===== src/design/pls_pkg.sv =====
`timescale 1ns / 1ps

package pls_pkg;

	localparam int CAPACITY   = 16;
	localparam int DATA_WIDTH = 32;
	localparam int CNT_W      = $clog2(CAPACITY + 1);
	localparam int IDX_W      = $clog2(CAPACITY);
	localparam int KIND_W     = 2;
	localparam int POS_W      = 5;
	localparam int DOUT_W     = 32;
	localparam int DIN_W      = 32;
	localparam int S_TDATA_W  = 40;
	localparam int M_TDATA_W  = 40;

	localparam logic [KIND_W-1:0] KIND_INSERT = 2'd0;
	localparam logic [KIND_W-1:0] KIND_READ   = 2'd1;
	localparam logic [KIND_W-1:0] KIND_REMOVE = 2'd2;

	typedef struct packed {
		logic load;
		logic exec;
	} pls_cmd_t;

	typedef struct packed {
		logic             out_valid;
		logic [CNT_W-1:0] count;
	} pls_stat_t;

endpackage


===== src/design/pls_ctrl.sv =====
`timescale 1ns / 1ps

module pls_ctrl import pls_pkg::*; (
	input  logic      clk,
	input  logic      arst_n,
	input  logic      in_valid,
	input  logic      out_ready,
	input  pls_stat_t stat,
	output logic      in_ready,
	output pls_cmd_t  cmd
);

	localparam logic ST_IDLE = 1'b0;
	localparam logic ST_EXEC = 1'b1;

	logic state_q;
	logic out_free;

	assign out_free = !stat.out_valid || out_ready;
	assign in_ready = (state_q == ST_IDLE);
	assign cmd.load = in_ready && in_valid;
	assign cmd.exec = (state_q == ST_EXEC) && out_free;

	always_ff @(posedge clk or negedge arst_n) begin
		if (!arst_n) begin
			state_q <= ST_IDLE;
		end else begin
			unique case (state_q)
				ST_IDLE: begin
					if (cmd.load) state_q <= ST_EXEC;
				end
				ST_EXEC: begin
					if (cmd.exec) state_q <= ST_IDLE;
				end
				default: state_q <= ST_IDLE;
			endcase
		end
	end

endmodule


===== src/design/pls_datapath.sv =====
`timescale 1ns / 1ps

module pls_datapath import pls_pkg::*; (
	input  logic                  clk,
	input  logic                  arst_n,
	input  pls_cmd_t              cmd,
	input  logic [KIND_W-1:0]     kind,
	input  logic [POS_W-1:0]      position,
	input  logic [DIN_W-1:0]      data_in,
	input  logic                  out_ready,
	output pls_stat_t             stat,
	output logic [DOUT_W-1:0]     data_out,
	output logic [CNT_W-1:0]      count,
	output logic                  empty_res,
	output logic                  full_res,
	output logic                  error
);

	logic [KIND_W-1:0]     kind_q;
	logic [POS_W-1:0]      pos_q;
	logic [DATA_WIDTH-1:0] din_q;
	logic [CNT_W-1:0]      count_q;
	logic [DATA_WIDTH-1:0] entries_q [CAPACITY];

	logic                  out_valid_q;
	logic [DOUT_W-1:0]     out_data_q;
	logic [CNT_W-1:0]      out_count_q;
	logic                  out_empty_q;
	logic                  out_full_q;
	logic                  out_err_q;

	logic                  ins_ok;
	logic                  acc_ok;
	logic                  rm_ok;
	logic [CNT_W-1:0]      next_count;
	logic [DATA_WIDTH-1:0] rd_word;

	assign ins_ok = (kind_q == KIND_INSERT) && (count_q < CNT_W'(CAPACITY))
		&& (pos_q <= count_q);
	assign acc_ok = ((kind_q == KIND_READ) || (kind_q == KIND_REMOVE)) && (pos_q < count_q);
	assign rm_ok  = acc_ok && (kind_q == KIND_REMOVE);
	assign rd_word = entries_q[pos_q[IDX_W-1:0]];

	always_comb begin
		next_count = count_q;
		if (ins_ok) next_count = count_q + CNT_W'(1);
		else if (rm_ok) next_count = count_q - CNT_W'(1);
	end

	always_ff @(posedge clk) begin
		if (cmd.load) begin
			kind_q <= kind;
			pos_q  <= position;
			din_q  <= data_in[DATA_WIDTH-1:0];
		end
	end

	always_ff @(posedge clk) begin
		if (cmd.exec) begin
			for (int i = 0; i < CAPACITY; i++) begin
				if (ins_ok) begin
					if (CNT_W'(i) == pos_q) begin
						entries_q[i] <= din_q;
					end else if (CNT_W'(i) > pos_q && i > 0) begin
						entries_q[i] <= entries_q[(i > 0) ? i - 1 : 0];
					end
				end else if (rm_ok) begin
					if (CNT_W'(i) >= pos_q && i < CAPACITY - 1) begin
						entries_q[i] <= entries_q[(i < CAPACITY - 1) ? i + 1 : i];
					end
				end
			end
		end
	end

	always_ff @(posedge clk or negedge arst_n) begin
		if (!arst_n) begin
			count_q     <= '0;
			out_valid_q <= 1'b0;
		end else begin
			if (cmd.exec) begin
				count_q     <= next_count;
				out_valid_q <= 1'b1;
			end else if (out_ready) begin
				out_valid_q <= 1'b0;
			end
		end
	end

	always_ff @(posedge clk) begin
		if (cmd.exec) begin
			out_data_q  <= acc_ok ? DOUT_W'(rd_word) : '0;
			out_count_q <= next_count;
			out_empty_q <= (next_count == '0);
			out_full_q  <= (next_count == CNT_W'(CAPACITY));
			out_err_q   <= !(ins_ok || acc_ok);
		end
	end

	assign stat.out_valid = out_valid_q;
	assign stat.count     = count_q;
	assign data_out       = out_data_q;
	assign count          = out_count_q;
	assign empty_res      = out_empty_q;
	assign full_res       = out_full_q;
	assign error          = out_err_q;

endmodule


===== src/design/positional_list_store_core.sv =====
`timescale 1ns / 1ps

// Channel   Dir  Signals                    Contents
// s_axis    in   tvalid tready tdata tuser  one operation: kind, position, data_in
// m_axis    out  tvalid tready tdata        one result: data_out, count, flags
//
// Each beat is first captured into the input registers and then executed on the
// register file, where the whole entry row shifts together in one step.
// A result waits in the output register, and execution holds while it is not taken.
// Reset empties the list at once; entry contents are not cleared.
// The input is ready only while no beat is in execution.

module positional_list_store_core import pls_pkg::*; (
	input  logic                 clk,
	input  logic                 arst_n,
	input  logic                 s_tvalid,
	output logic                 s_tready,
	input  logic [S_TDATA_W-1:0] s_tdata,  // position[4:0], data_in[36:5], zero[39:37]
	input  logic [KIND_W-1:0]    s_tuser,  // kind[1:0]
	output logic                 m_tvalid,
	input  logic                 m_tready,
	output logic [M_TDATA_W-1:0] m_tdata   // data_out[31:0], count[36:32], empty_res[37],
	                                       // full_res[38], error[39]
);

	pls_cmd_t          cmd;
	pls_stat_t         stat;
	logic [DOUT_W-1:0] data_out;
	logic [CNT_W-1:0]  count;
	logic              empty_res;
	logic              full_res;
	logic              error;

	pls_ctrl u_ctrl (
		.clk       (clk),
		.arst_n    (arst_n),
		.in_valid  (s_tvalid),
		.out_ready (m_tready),
		.stat      (stat),
		.in_ready  (s_tready),
		.cmd       (cmd)
	);

	pls_datapath u_datapath (
		.clk       (clk),
		.arst_n    (arst_n),
		.cmd       (cmd),
		.kind      (s_tuser),
		.position  (s_tdata[POS_W-1:0]),
		.data_in   (s_tdata[POS_W+DIN_W-1:POS_W]),
		.out_ready (m_tready),
		.stat      (stat),
		.data_out  (data_out),
		.count     (count),
		.empty_res (empty_res),
		.full_res  (full_res),
		.error     (error)
	);

	assign m_tvalid = stat.out_valid;
	assign m_tdata  = {error, full_res, empty_res, count, data_out};

	a_count_bound: assert property (@(posedge clk) disable iff (!arst_n)
		stat.count <= CNT_W'(CAPACITY))
		else $error("entry count exceeds capacity");

	a_one_in_flight: assert property (@(posedge clk) disable iff (!arst_n)
		(s_tvalid && s_tready) |=> !s_tready)
		else $error("second beat accepted during execution");

	a_err_zero_data: assert property (@(posedge clk) disable iff (!arst_n)
		(m_tvalid && error) |-> (data_out == '0))
		else $error("refused operation returned data");

	a_empty_flag: assert property (@(posedge clk) disable iff (!arst_n)
		m_tvalid |-> (empty_res == (count == '0)))
		else $error("empty flag disagrees with count");

	a_exec_result: assert property (@(posedge clk) disable iff (!arst_n)
		cmd.exec |=> (m_tvalid && (count == stat.count)))
		else $error("result not presented after execution");

endmodule


===== config.mk =====
export PLATFORM = sky130hd
export DESIGN_NAME = positional_list_store_core
export DESIGN_NICKNAME = d
export VERILOG_FILES = /design/src/design/pls_pkg.sv /design/src/design/pls_ctrl.sv /design/src/design/pls_datapath.sv /design/src/design/positional_list_store_core.sv
export SDC_FILE = /design/constraint.sdc
export NUM_CORES = 1
export LEC_CHECK = 0
export BUFFER_PORTS_ARGS = -buffer_cell sky130_fd_sc_hd__buf_2
export CELL_PAD_IN_SITES_DETAIL_PLACEMENT = 1
export CELL_PAD_IN_SITES_GLOBAL_PLACEMENT = 2
export CORE_AREA = 2 2 283 285
export CTS_CLUSTER_DIAMETER = 60
export DETAILED_ROUTE_END_ITERATION = 12
export DIE_AREA = 0 0 285 287
export PLACE_DENSITY_LB_ADDON = 0.1
export SETUP_SLACK_MARGIN = 0.3
export SLEW_MARGIN = 20
export SYNTH_ARGS = -nofsm -noshare
export SYNTH_HDL_FRONTEND = slang
export SYNTH_HIERARCHICAL = 1
export SYNTH_SLANG_ARGS = --single-unit

===== constraint.sdc =====
create_clock -name clk -period 8.6 [get_ports clk]
set_input_delay 0.43 -clock clk [delete_from_list [all_inputs] [get_ports clk]]
set_output_delay 0.43 -clock clk [all_outputs]
set_load 0.1 [all_outputs]

## Yosys cells after proc, flatten, opt, wreduce, memory -nomap -nowiden

Memories as Yosys holds them, arrays and structs flattened. A register that Yosys moved wholly into a read port is not among the register bits.
Index checks and enable logic that the tools add are counted.

| word-level totals | value |
|---|---|
| flip-flop bits (word level) | 54 |
| memory bits (writable) | 512 |
| bits of input ports | 46 |
| output and inout port bits | 42 |
| word-level logic and storage cells | 362 |
| memories kept | 1 |

| operators by class | value |
|---|---|
| add/subtract/negate cells | 2 |
| $lt $le $gt $ge | 33 |
| equality and inequality tests | 18 |
| muxes and demuxes | 251 |
| bitwise gates (word level) | 31 |
| reduce and logical (&&, ||, !) cells | 16 |

Memories:

| name | words | width | rd ports | clocked after memory_dff | write ports | RTL line | source |
|---|---|---|---|---|---|---|---|
| u_datapath.entries_q | 16 | 32 | 17 | 1 | 16 | pls_datapath.sv:23 | `logic [DATA_WIDTH-1:0] entries_q [CAPACITY];` |

Operators by type and width:

| cell | count |
|---|---|
| $mux 32 | 30 |
| $mux 1 | 218 |
| $eq 4x5->1 const A | 8 |
| $gt 4x5->1 const A | 8 |
| $ge 4x5->1 const A | 7 |
| $or 1x1->1 | 30 |
| $eq 3x5->1 const A | 4 |
| $ge 3x5->1 const A | 4 |
| $gt 3x5->1 const A | 4 |
| $eq 2x5->1 const A | 2 |
| $ge 1x5->1 const A | 2 |
| $ge 2x5->1 const A | 2 |
| $gt 2x5->1 const A | 2 |
| $logic_not 5->1 | 2 |
| $mux 5 | 2 |
| $logic_and 1x1->1 | 6 |
| $add 5x1->5 const B | 1 |
| $eq 1x5->1 const A | 1 |
| $eq 5x5->1 const B | 1 |
| $gt 1x5->1 const A | 1 |
| $le 5x5->1 | 1 |
| $lt 5x5->1 | 1 |
| $lt 5x5->1 const B | 1 |
| $sub 5x1->5 const B | 1 |
| other kinds (8) | 12 |

## Logic depth before layout (Yosys ltp)

Gate-level depths: netlist of the first run.

| logic depth | value |
|---|---|
| word-level depth | 9 |
| mapped depth | 16 |
| mapped depth without buffers | 9 |

## By module

Netlist of the first run, hierarchy kept.

Modules (own cells, without submodules):

| module | times used | cells an instance | area an instance (µm²) | seq. area each (µm²) |
|---|---|---|---|---|
| pls_datapath | 1 | 3115 | 32702.6 | 17897.2 |
| pls_ctrl | 1 | 6 | 55.1 | 25.0 |
| positional_list_store_core | 1 | 3 | 22.5 | 0.0 |

## Worst setup path after synthesis of the first run

OpenSTA, ideal clock, no wires.

| timing path | value |
|---|---|
| path kind | reg-to-reg |
| from | reg u_ctrl.state_q |
| to | mem u_datapath.entries_q[0][0] (enable) |
| setup time | 392 ps |
| arrival | 6671 ps |
| data required time | 8208 ps |
| slack | 1537 ps |
| stages on the path, launching flop included | 8 |
| path buffers | 0 |
| period minus slack after synthesis | 7063 ps |
| cell sequence | dfrtp_1 inv_1 a21oi_1 nand2b_1 nor3_1 nand3_1 a21oi_1 and2_1 |

RTL lines:

| element | RTL line | source |
|---|---|---|
| start: declaration | pls_ctrl.sv:16 | `logic state_q;` |
| start signal: assignment | pls_ctrl.sv:26 | `state_q <= ST_IDLE;` |
| start signal: assignment | pls_ctrl.sv:30 | `if (cmd.load) state_q <= ST_EXEC;` |
| start signal: assignment | pls_ctrl.sv:33 | `if (cmd.exec) state_q <= ST_IDLE;` |
| end: declaration | pls_datapath.sv:23 |  |

==> run summary, run 1 <==
CTS
-----------------------------------------------------------------------------------------------
Total clock buffers created by CTS ...............................................           78
Root buffer cell .................................................................    clkbuf_16
Post-cts resize count ............................................................            0
Number of hold-repair buffers added at the cts stage .............................           32
Sink count of the clock tree .....................................................          598
Number of buffers inserted by post-CTS setup repair ..............................            0
# H-tree levels ..................................................................            3
Clk buf depth ....................................................................            3
Clock input transition at the sequential cells of the worst setup and hold paths .      0.06 ns
CTS tree .........................................................................        built
Clk Latency, worst-skew pair .....................................................      0.65 ns

POWER
-----------------------------------------------------------------------------------------------
Power density cells ..............................................................  219 nW/um^2
Maximum VDD drop .................................................................     0.129 mV
Static Leak ......................................................................      13.0 nW

GLOBAL ROUTE
-----------------------------------------------------------------------------------------------
Global-route wire length before repair ...........................................    188000 um
Number of global-route vias before repair ........................................        27800
Largest net degree at the start of global routing ................................          114
Total congestion overflow ........................................................            0
Antenna violations before repair .................................................            2
GRT Overall Usage ................................................................        0.310

STA
-----------------------------------------------------------------------------------------------
Clock skew after layout ..........................................................    0.0325 ns
Setup Total Neg Slack ............................................................         0 ns
Worst slew margin relative to its limit ..........................................        0.212
Final worst hold slack ...........................................................   0.00561 ns
Final setup violation count ......................................................            0
Transition at the pin with the smallest max-transition slack .....................      1.18 ns
Setup repair after global routing missed its margin ..............................        false
Max Slew Vio Count ...............................................................            0
Maximum achievable frequency .....................................................      196 MHz
Final clock period utilization by the worst path .................................        0.594
Final worst path period need .....................................................      5.11 ns
Hold Violations, Final ...........................................................            0

DIE
-----------------------------------------------------------------------------------------------
Overall die width ................................................................       285 um
Starting density of the core .....................................................        0.417
Floorplan die height .............................................................       287 um
Num ports ........................................................................           88
Core region area .................................................................   78600 um^2
Die footprint ....................................................................   81800 um^2
Core Rows ........................................................................          103

LOGIC SYNTHESIS
-----------------------------------------------------------------------------------------------
Number of register bits inferred by synthesis ....................................          598
Main synth FF type ...............................................................     edfxtp_1
Post-Synthesis Net Count .........................................................         3179
Synth warn .......................................................................            6
Mean area per synthesized cell ...................................................    10.5 um^2
Syn Inst Count ...................................................................         3124
Proportion of register bits with asynchronous set or reset after synthesis .......       0.0117
Cell area after technology mapping ...............................................   32800 um^2
Number of enable-type register cells in the synthesized netlist ..................          591
Number of library cell types mapped by synthesis .................................           48
Fraction of the yosys area taken by sequential cells .............................        0.547

CELLS AND AREA
-----------------------------------------------------------------------------------------------
Area growth from synthesis to final layout .......................................        13.0%
Proportion of layout cells with a drive suffix above 1 ...........................        0.154
Commonest non-fill, non-tap cells in the layout .................................. nand2_1, edfxtp_1, nor2_1
Commonest non-fill, non-tap cell in the layout ...................................      nand2_1
Filler Cells Inserted ............................................................         8530
Area used by sequential logic in the layout ......................................   17900 um^2
Total inserted antenna cells .....................................................            0
Layout Nets ......................................................................         3175
Area of the multi-input gates ....................................................   14000 um^2

CRITICAL PATH
-----------------------------------------------------------------------------------------------
Startpoint type of the worst setup path ..........................................     register
CP endpoint kind .................................................................     register
Critical path arrival ............................................................      5.39 ns
Worst setup path class ...........................................................      reg2reg
Highest net fanout along the worst path ..........................................           51
Critical Path RT .................................................................      8.88 ns

DETAILED ROUTING
-----------------------------------------------------------------------------------------------
Via/cell ratio ...................................................................         6.33
Total via count in the routed design .............................................        26800
Drt pass-1 iters .................................................................            6
Initial DRC Count ................................................................         2605
Detail-routed net length per standard cell .......................................      30.1 um
Remaining number of nets flagged by the antenna check after routing ..............            0
Final Routed Wirelength ..........................................................    128000 um
Total DRC errors in the routed layout ............................................            0

PLACEMENT
-----------------------------------------------------------------------------------------------
Detailed-placement wirelength estimate ...........................................     69500 um
Final weighted congestion in routability-driven placement ........................        0.785
Buffers on Ports .................................................................           84

OUTCOME
-----------------------------------------------------------------------------------------------
Run status ....................................................................... finished, final reports clean

FLOW RUN
-----------------------------------------------------------------------------------------------
Count of maximum capacitance violations ..........................................            0

MIN PATH
-----------------------------------------------------------------------------------------------
HP Class .........................................................................       in2reg

[path summary, 6_finish.rpt]
kind	cells past startpoint	slack, ns	start	endpoint
worst max-delay path	10	3.49	u_ctrl/state_q	u_datapath/entries_q[0][9]
worst min-delay path	1	0.006	s_tdata[9]	u_datapath/din_q[4]
worst max register to register	10	3.49	u_ctrl/state_q	u_datapath/entries_q[0][9]
worst min register to register	1	0.57	u_datapath/count_q[3]	u_datapath/count_q[3]
max in group asynchronous	2	8.25	arst_n	u_datapath/count_q[1]
min in group asynchronous	2	0.18	arst_n	u_datapath/count_q[4]
[critical path, cell delays in order, from the launching register on]
cell	delay, ns
dfrtp_1	0.40
inv_1	0.10
a21oi_4	0.10
buf_4	0.72
nand2b_1	0.37
nor3_1	0.52
nand3_1	0.60
a21oi_4	0.27
buf_4	0.57
and2_2	0.57
buf_4	0.45
[where the power goes]
group          internal [mW]  leakage [nW]  switching, mW
clock network           1.92          1.21           1.35
logic                  0.371          6.29          0.987
registers               3.38          5.45          0.121
total                   5.67          13.0           2.46
[through the flow]
stage                      util  std cells  power, mW  area, um^2  setup WS (ns)
after detailed placement  0.435       4058       4.90       34200           3.37
after CTS                 0.471       4232       8.18       37100           3.47
after global routing      0.471       4232       8.39       37100           3.12
after global placement    0.435       4058       4.85       34200           3.48
final                     0.471       4232       8.13       37100           3.49
after floorplan               -       3124       4.49       32800           1.54
[synth_stat cells (6+ instances only)]
cell        n  share of area
o21ai_0   183          0.028
a21o_1      6         0.0014
clkbuf_1  182          0.021
mux4_2     64          0.044
buf_2      61         0.0093
o22ai_1    32         0.0061
nor3_1     41         0.0063
ha_1        9         0.0034
nor2_1    317          0.036
nand3_1    16         0.0024
and2_1      6         0.0011
mux2i_1   256          0.078
buf_4      11         0.0025
inv_1      12         0.0014
o21ai_1    16         0.0024
buf_1      15         0.0017
dfrtp_1     7         0.0053
o221ai_1   32         0.0085
nand2_1   762          0.087
a21oi_1    73          0.011
a31oi_1   289          0.055
edfxtp_1  591           0.54
mux2_2     97          0.033
[layer usage]
layer | track usage | vias to the layer above | share of wire
li1 | - | 11500 | -
met1 | 0.416 | 13900 | 0.41
met2 | 0.519 | 1166 | 0.48
met5 | 0 | - | 0.00010
met4 | 0.101 | 2 | 0.030
met3 | 0.0457 | 248 | 0.080
[area by class of cell]
| class | instances | area share |
|---|---|---|
| inverters | 12 | 0.00122 |
| repair buffers | 188 | 0.0349 |
| clock buffers | 97 | 0.0557 |
| well taps | 1050 | 0.0355 |
| clock inverters | 45 | 0.0118 |
| multi-input cells | 2242 | 0.377 |
| flip-flops and latches | 598 | 0.484 |
[state kept, by name (all words and copies together) (netlist names)]
signal,count
u_datapath/full_res,1
u_ctrl/state_q,1
u_datapath/out_valid_q,1
u_datapath/din_q,32
u_datapath/kind_q,2
u_datapath/count,5
u_datapath/data_out,32
u_datapath/entries_q,512
u_datapath/count_q,5
u_datapath/empty_res,1
u_datapath/pos_q,5
u_datapath/error,1
[logic make-up after synthesis]
group / Yosys count / share of synthesized area
buf+inv: 284 / 0.0368
xor+xnor: 5 / 0.00134
compound gates: 639 / 0.115
mux: 418 / 0.156
fa+ha+maj: 9 / 0.00344
simple gates: 1171 / 0.141
flops: 598 / 0.547
No activity file was read; power rests on OpenSTA's default activity.
==> run 2, diff against run 1 <==
--- a/config.mk
+++ b/config.mk
@@ -8,10 +8,10 @@
 export BUFFER_PORTS_ARGS = -buffer_cell sky130_fd_sc_hd__buf_2
 export CELL_PAD_IN_SITES_DETAIL_PLACEMENT = 1
 export CELL_PAD_IN_SITES_GLOBAL_PLACEMENT = 2
-export CORE_AREA = 2 2 283 285
+export CORE_AREA = 2 2 297 299
 export CTS_CLUSTER_DIAMETER = 60
 export DETAILED_ROUTE_END_ITERATION = 12
-export DIE_AREA = 0 0 285 287
+export DIE_AREA = 0 0 299 301
 export PLACE_DENSITY_LB_ADDON = 0.1
 export SETUP_SLACK_MARGIN = 0.3
 export SLEW_MARGIN = 20
==> constraint.sdc (replaced) <==
create_clock -name clk -period 4.2 [get_ports clk]
set_input_delay 0.21 -clock clk [delete_from_list [all_inputs] [get_ports clk]]
set_output_delay 0.21 -clock clk [all_outputs]
set_load 0.1 [all_outputs]
==> run summary, run 2 (synthesis results as in run 1) <==
CTS
-----------------------------------------------------------------------------------------------
# H-tree levels ..................................................................            3   unchanged
Clock input transition at the sequential cells of the worst setup and hold paths .      0.06 ns   about the same
CTS tree .........................................................................        built
Sink count of the clock tree .....................................................          598   unchanged
Clk Latency, worst-skew pair .....................................................      0.67 ns   +0.02 ns
Root buffer cell .................................................................    clkbuf_16
Total clock buffers created by CTS ...............................................           82   +5.1%
Clk buf depth ....................................................................            3   unchanged
Number of buffers inserted by post-CTS setup repair ..............................            0   unchanged

STA
-----------------------------------------------------------------------------------------------
Hold Violations, Final ...........................................................            0   unchanged
Worst slew margin relative to its limit ..........................................        0.204   -0.00765
Setup repair after global routing missed its margin ..............................        false
Setup Total Neg Slack ............................................................         0 ns   unchanged
Max Slew Vio Count ...............................................................            0   unchanged
Final setup violation count ......................................................            0   unchanged
Clock skew after layout ..........................................................    0.0340 ns   +0.00145 ns
Final clock period utilization by the worst path .................................        0.869   +0.275
Final worst path period need .....................................................      3.65 ns   -1.46 ns
Transition at the pin with the smallest max-transition slack .....................      1.19 ns   +0.0115 ns
Maximum achievable frequency .....................................................      274 MHz   +40%

GLOBAL ROUTE
-----------------------------------------------------------------------------------------------
Antenna violations before repair .................................................            2   unchanged
Number of global-route vias before repair ........................................        27700   -0.15%
Met1 track demand over resource in global routing ................................        0.390   -0.0262
Largest net degree at the start of global routing ................................           86   -25%
Met2 track utilization from global routing .......................................        0.477   -0.0412
Total congestion overflow ........................................................            0   unchanged
Met3 demand-to-capacity share in global routing ..................................       0.0412   -0.00452
Global-route wire length before repair ...........................................    191000 um   +1.6%
GRT Overall Usage ................................................................        0.288   -0.0219
Most Crowded Layer GR ............................................................         met2

DETAILED ROUTING
-----------------------------------------------------------------------------------------------
Remaining number of nets flagged by the antenna check after routing ..............            0   unchanged
Total DRC errors in the routed layout ............................................            0   unchanged
Initial DRC Count ................................................................         2313   -11%
Via/cell ratio ...................................................................         6.11   -3.4%
Total via count in the routed design .............................................        26800   -0.019%
Drt pass-1 iters .................................................................            5   -1
Final Routed Wirelength ..........................................................    130000 um   +2.2%
Detail-routed net length per standard cell .......................................      29.8 um   -1.3%

DIE
-----------------------------------------------------------------------------------------------
Core region area .................................................................   86500 um^2   +10%
Starting density of the core .....................................................        0.379   -0.0379
Die footprint ....................................................................   90000 um^2   +10%
Overall die width ................................................................       299 um   +4.9%
Num ports ........................................................................           88   unchanged
Floorplan die height .............................................................       301 um   +4.9%
Core Rows ........................................................................          108   +4.9%

CELLS AND AREA
-----------------------------------------------------------------------------------------------
Total inserted antenna cells .....................................................            0   unchanged
Area growth from synthesis to final layout .......................................        15.3%
Proportion of layout cells with a drive suffix above 1 ...........................        0.162   +0.00751
Commonest non-fill, non-tap cells in the layout .................................. nand2_1, edfxtp_1, nor2_1
Most flops, register ............................................................. u_datapath/entries_q
Final std cells w/o fill .........................................................         4381   +3.5%
Filler Cells Inserted ............................................................         9363   +9.8%
Flip-flop count of the largest register, all copies and words added ..............          512   unchanged
Layout Nets ......................................................................         3218   +1.4%
Commonest non-fill, non-tap cell in the layout ...................................      nand2_1

PLACEMENT
-----------------------------------------------------------------------------------------------
Buffers on Ports .................................................................           84   unchanged
Detailed-placement wirelength estimate ...........................................     76500 um   +10%
Number of cells after detailed placement .........................................         4192   +3.3%
Final weighted congestion in routability-driven placement ........................        0.809   +3.0%

MIN PATH
-----------------------------------------------------------------------------------------------
Count of cells along the worst hold path .........................................            2   +1
HP Class .........................................................................       in2reg

POWER
-----------------------------------------------------------------------------------------------
Power, Total .....................................................................      16.8 mW   +110%
Power density cells ..............................................................  443 nW/um^2   +100%
Static Leak ......................................................................      13.2 nW   +2.1%
Maximum VDD drop .................................................................     0.366 mV   +180%

CRITICAL PATH
-----------------------------------------------------------------------------------------------
Startpoint type of the worst setup path ..........................................     register
Delay of the slowest cell on the worst path ......................................      0.59 ns   -0.13 ns
Crit-path cells .................................................................. inv_1 -> ha_1 -> nor2_1 -> a211o_1 -> a21o_1 -> buf_4 -> nand2_1 -> nor2_4 -> buf_4 -> mux2_2
Critical Path RT .................................................................      4.59 ns   -4.29 ns
Critical path arrival ............................................................      4.04 ns   -1.35 ns
CP endpoint kind .................................................................     register
Worst r2r path cells .............................................................           10   unchanged
Worst setup path class ...........................................................      reg2reg
Standard cell with the maximum stage delay on the critical path ..................        buf_4
Critical Path Most Common Cell ...................................................        buf_4
Highest net fanout along the worst path ..........................................           32   -37%

FLOW RUN
-----------------------------------------------------------------------------------------------
Count of maximum capacitance violations ..........................................            0   unchanged

OUTCOME
-----------------------------------------------------------------------------------------------
Run status ....................................................................... finished, final reports clean

[run 2: cell count changes in the layout (fill, tap and decap cells not counted), moves of 2 or more]
cell           delta
dlygate4sd3_1    +10
clkinvlp_4        +5
bufinv_16         -3
inv_8             -2
buf_12           +20
clkinv_1          +2
clkbuf_16         +4
clkinv_2          -3
buf_4             +9
[run 2: critical path: cells and delay by family (launching register included)]
family | cells | cell delay, ns
mux | 1 | 0.42
buf+inv | 3 | 0.94
simple gates | 3 | 0.57
compound gates | 2 | 0.64
flops | 1 | 0.46
fa+ha+maj | 1 | 0.32
[run 2: worst paths after layout]
kind	from	endpoint	slack (ns)
hold reg to reg	u_datapath/count_q[3]	u_datapath/count_q[3]	0.56
max in group asynchronous	arst_n	u_datapath/count_q[1]	3.38
min in group asynchronous	arst_n	u_ctrl/state_q	0.55
setup reg to reg	u_datapath/count_q[2]	u_datapath/entries_q[15][18]	0.55
hold / removal	s_tdata[25]	u_datapath/din_q[20]	0.27
setup / recovery	u_datapath/count_q[2]	u_datapath/entries_q[15][18]	0.55
[run 2: timing repair]
item,CTS,global route
endpoints found under the setup margin,0,0
hold buffers,42,0
gates resized for setup,0,0
hold endpoints to repair,48,0
[run 2: through the flow]
| stage | hold WS, ns | setup WS [ns] | utilization | cell area [um^2] |
|---|---|---|---|---|
| floorplan | -0.0856 | 0.0206 | - | 32800 |
| global placement | 0.0554 | 0.649 | 0.403 | 34800 |
| detailed placement | 0.0641 | 0.609 | 0.403 | 34800 |
| CTS | 0.234 | 0.588 | 0.437 | 37800 |
| global route | 0.254 | 0.428 | 0.437 | 37800 |
| finish | 0.273 | 0.549 | 0.437 | 37800 |
[run 2: power by group]
part	leakage (nW)	internal, mW	switching [mW]
clock network	1.21	3.91	2.80
registers	5.45	6.92	0.243
logic	6.56	0.816	2.07
[run 2: routing by layer]
layer  vias to the layer above  part of all wire
met3                       264             0.066
met2                      1063              0.47
met5                         -           0.00010
met4                         2             0.034
li1                      11600                 -
met1                     13900              0.43
[run 2: cell type report]
cell class	count	area [um^2]	area share
flip-flops and latches	598	17900	0.474
multi-input cells	2242	14000	0.370
clock buffers	102	2170	0.0574
repair buffers	227	1860	0.0493
well taps	1155	1450	0.0382
clock inverters	45	374	0.00990
inverters	12	45.0	0.00119
